**config.mk**
```make
export PLATFORM = sky130hd
export DESIGN_NAME = obua_mul
export DESIGN_NICKNAME = d
export VERILOG_FILES = /design/src/design/obua_pkg.sv /design/src/design/obua_mul.sv
export SDC_FILE = /design/constraint.sdc
export NUM_CORES = 2
export LEC_CHECK = 0
export ABC_AREA = 1
export BUFFER_PORTS_ARGS = -buffer_cell sky130_fd_sc_hd__buf_4
export CAP_MARGIN = 10
export CORE_MARGIN = 8
export CORE_UTILIZATION = 40
export DETAILED_ROUTE_END_ITERATION = 12
export PLACE_DENSITY = 0.65
export SLEW_MARGIN = 20
export SYNTH_ARGS = -nofsm -noshare
export SYNTH_HDL_FRONTEND = slang
export SYNTH_SLANG_ARGS = --single-unit
```
**constraint.sdc**
```tcl
create_clock -name clock -period 7.86 [get_ports clock]
set_clock_uncertainty 0.1 [all_clocks]
set_input_delay 0 -clock clock [delete_from_list [all_inputs] [get_ports clock]]
set_output_delay 0 -clock clock [all_outputs]
set_load 0.02 [all_outputs]
```
**src/design/obua_pkg.sv**
```systemverilog
// ---------------------------------------------------------------------------
// obua_pkg: shared types and constants
// Quantity codes, fixed-point helpers and sizes for the face advection block.
// ---------------------------------------------------------------------------
package obua_pkg;

   localparam int NUM_POINTS_DEF = 4;
   localparam int FACE_NODES_DEF = 4;
   localparam int ELEM_NODES_DEF = 8;
   localparam int DIMS_DEF       = 3;

   localparam logic [30:0] PTS_RESET = 31'd65536;
   localparam logic [30:0] PEN_RESET = 31'd262144;

   localparam logic [3:0] Q_DETJ  = 4'd0;
   localparam logic [3:0] Q_WGT   = 4'd1;
   localparam logic [3:0] Q_SHAPE = 4'd2;
   localparam logic [3:0] Q_GRAD  = 4'd3;
   localparam logic [3:0] Q_NORM  = 4'd4;
   localparam logic [3:0] Q_MAP   = 4'd5;
   localparam logic [3:0] Q_SCAL0 = 4'd6;
   localparam logic [3:0] Q_SCAL4 = 4'd10;
   localparam logic [3:0] Q_VEL   = 4'd11;
   localparam logic [3:0] Q_PGRAD = 4'd12;
   localparam logic [3:0] Q_DYNP  = 4'd13;
   localparam logic [3:0] Q_EPRES = 4'd14;

   localparam logic CMD_LOAD = 1'b0;
   localparam logic CMD_RUN  = 1'b1;

   localparam logic CSR_PTS = 1'b0;
   localparam logic CSR_PEN = 1'b1;

   // start strobe and operands of one shared multiply step
   typedef struct packed {
      logic        start;
      logic [31:0] a;
      logic [31:0] b;
   } mac_req_type;

   function automatic logic signed [31:0] sat32(input logic signed [63:0] x);
      if (x > 64'sd2147483647) return 32'sh7fffffff;
      if (x < -64'sd2147483648) return 32'sh80000000;
      return x[31:0];
   endfunction

   function automatic logic signed [47:0] sat48(input logic signed [63:0] x);
      if (x > 64'sh00007fffffffffff) return 48'sh7fffffffffff;
      if (x < -64'sh0000800000000000) return 48'sh800000000000;
      return x[47:0];
   endfunction

endpackage

```
**src/design/obua_mul.sv**
```systemverilog
// ---------------------------------------------------------------------------
// obua_mul: shared q16.16 multiplier
// Registered product with round-half-up and 32-bit saturation.
// ---------------------------------------------------------------------------
module obua_mul
   import obua_pkg::*;
(
   input  logic               clock,
   input  mac_req_type        req,
   output logic signed [31:0] prod
);
   logic signed [63:0] full_ff, full_in;
   logic signed [63:0] rnd;

   always_comb begin
      full_in = $signed(req.a) * $signed(req.b);
   end

   always_ff @(posedge clock) begin
      if (req.start) begin
         full_ff <= full_in;
      end
   end

   // arithmetic shift right floors toward minus infinity
   assign rnd  = (full_ff + 64'sd32768) >>> 16;
   assign prod = sat32(rnd);
endmodule
```
==> impl_metrics.yaml <==
outcome:
  outcome: "complete, no violations"
clock_network:
  cts_tree: "done"
  cts.reportedPaths.clkPinSlew_ns: 0.07
  post_cts_buffers: 0
  cts.path.max_buffers: 2
  ctsResizeCount: 0
  cts_root_buf: "clkbuf_16"
  ctsHtreeMaxLevel: 2
  cts_sinks: 49
  holdBufCountCts: 0
  cts_made_buffers: 5
place:
  dpl-instance-area_mm2: 0.0429
  numPortBuffers: 97
  dpl.hpwl_um: 97100
  gp_congestion: 0.959
critical_path:
  startpoint: "req[63]"
  critical_path_arrival_ns: 7.30
  required_ns: 7.82
  crit_type: "in -> reg"
  end_kind: "flip-flop"
  crit_fanout: 32
  crit_path_start_kind: "primary input"
die:
  rows: 117
  dieWidth_um: 336
  coreArea_mm2: 0.102
  initial_utilization_pct: 40.3
  die_h_um: 336
  pin_count: 98
  die_area_mm2: 0.113
run:
  maxCapViolCount: 0
synthesis:
  synth_area_per_cell_um2: 7.89
  syn-num-nets: 6513
  async_flop_share_pct: 0
  netlist_area_mm2: 0.0409
  synth_edf_count: 49
  synth_cells: 5185
  ys_types: 35
  ys_seq_area_share_pct: 3.60
  synth-seq-cells: 49
  ys_warn_count: 0
  synth-main-ff-cell: "edfxtp_1"
drt:
  num_vias: 31300
  drt_iter0_markers: 2082
  antenna_left: 0
  first_pass_iters: 6
  drc: 0
  routed_wl_um: 110000
  via_per_inst: 4.81
  wl_per_cell_um: 16.9
min_path:
  hp-class: "in -> reg"
  min_from: "req[64]"
grt:
  grt_pass1_vias: 34800
  grt_antenna_before_repair: 3
  grt_usage_pct: 20.2
  grt_pass1_wl_um: 185000
  grt_overflow: 0
  grt_max_degree: 50
timing:
  min_period_over_period_pct: 93.5
  slew_headroom_pct: 41.9
  period_needed_ns: 7.35
  tightest_slew_ns: 0.870
  fmax_mhz: 136
  hold_viol_final: 0
  finalSetupViolCount: 0
  rsz0062_at_grt: "no"
  drv_slew: 0
  setup_tns_ns: 0
finish:
  regMostFlops: "full_ff"
  largest_reg_flops: 49
  top_regs: "full_ff (49)"
  nets: 6463
  area_growth_pct: 5.30
  drive_gt1_share_pct: 3.23
  fillers: 10400
  fin_area_mm2: 0.0431
## placed cells by master, fill, tap and decap left out, types with 2 or more instances in the layout
cell       count
clkbuf_16      5
nor4_1         5
nor3_1        18
a211oi_1       4
nand3_1       52
nand4_1       27
xor2_1        63
a21oi_1       88
a21o_1         9
ha_1         181
fa_1        1081
inv_2          2
and3_1         2
edfxtp_1      49
a31oi_1        6
or2_2          9
a21boi_0       2
nand2_1     1398
o21bai_1      13
buf_4        141
nor2_1       252
o21a_1         5
xnor2_1       20
inv_1       1628
nand3b_1       3
o21ai_0       59
nor2_2         4
nand2_2        2
## cells in the mapped netlist (all sizes together) (6+ instances only)
master | count | area (µm²)
inv | 1630 | 6120
a21oi | 88 | 440
xor2 | 63 | 552
nand4 | 27 | 169
o21ai | 59 | 295
clkbuf | 191 | 717
nor2 | 257 | 982
a31oi | 6 | 37.5
xnor2 | 20 | 175
nand2 | 1400 | 5260
o21bai | 13 | 97.6
a21o | 9 | 67.6
buf | 7 | 52.5
edfxtp | 49 | 1470
or2 | 9 | 56.3
nor3 | 18 | 90.1
nand3 | 52 | 260
ha | 181 | 2260
fa | 1081 | 21600
## critical path, stage by stage
cell and delay [ns]:
buf_4 0.31, nand2_1 0.15, inv_1 0.15, fa_1 0.45, fa_1 0.49, fa_1 0.50, buf_4 0.22, inv_1 0.10
fa_1 0.51, inv_1 0.48, fa_1 0.55, fa_1 0.54, inv_1 0.05, fa_1 0.52, inv_1 0.06, fa_1 0.43
ha_1 0.38, a21oi_1 0.25, o21ai_0 0.20, nand2_1 0.09, o311ai_0 0.17, a21oi_1 0.17, nand2_1 0.07, a21oi_1 0.24
inv_1 0.07, nand2_1 0.06, nand2_1 0.05
## cell type report
type                       count  area, µm²  area share [%]
multi-input combinational   3308      32600            75.6
inverter                    1630       6120            14.2
tap                         1368       1710            3.97
sequential                    49       1470            3.41
timing repair buffer         141       1060            2.46
clock buffer                   5        125           0.290
clock inverter                 3       41.3          0.0958
antenna                        1       2.50         0.00581
## path summary, 6_finish.rpt
path	to	slack (ns)	cells after the start
setup / recovery	full_ff[63]	0.51	27
hold / removal	full_ff[17]	0.16	1
## layer usage
| metal | vias to the layer above | wire length (µm) | global-route usage [%] |
|---|---|---|---|
| met5 | - | 21 | 0 |
| met4 | 4 | 2490 | 4.51 |
| met3 | 162 | 6040 | 2.11 |
| met2 | 901 | 54900 | 36.0 |
| met1 | 15900 | 46300 | 26.6 |
| li1 | 14300 | - | - |
## per-stage QoR
stage | hold WS [ns] | setup slack (ns) | std cells | util (%)
floorplan | 0.0125 | 0.691 | 5185 | -
global placement | 0.468 | 0.271 | 6496 | 42.3
detailed placement | 0.474 | 0.247 | 6496 | 42.3
CTS | 0.176 | 0.531 | 6504 | 42.4
global route | 0.194 | 0.0304 | 6504 | 42.4
finish | 0.163 | 0.510 | 6505 | 42.4
## cells by family (layout without fill, tap and decap cells)
kind of cell | count (synthesis) | after routing | synth area share, %
AOI/OAI and AO/OA | 190 | 190 | 2.57
xor gates and xnor gates | 83 | 83 | 1.78
adders and majority gates | 1262 | 1262 | 58.4
buffers and inverters | 1828 | 1779 | 16.8
DFF | 49 | 49 | 3.60
other | 0 | 1 | 0
and+or+nand+nor | 1773 | 1773 | 16.8
Power is left out: the tool's default activity adds up to more than one toggle a clock period on the data nets, which glitch-free logic cannot reach.
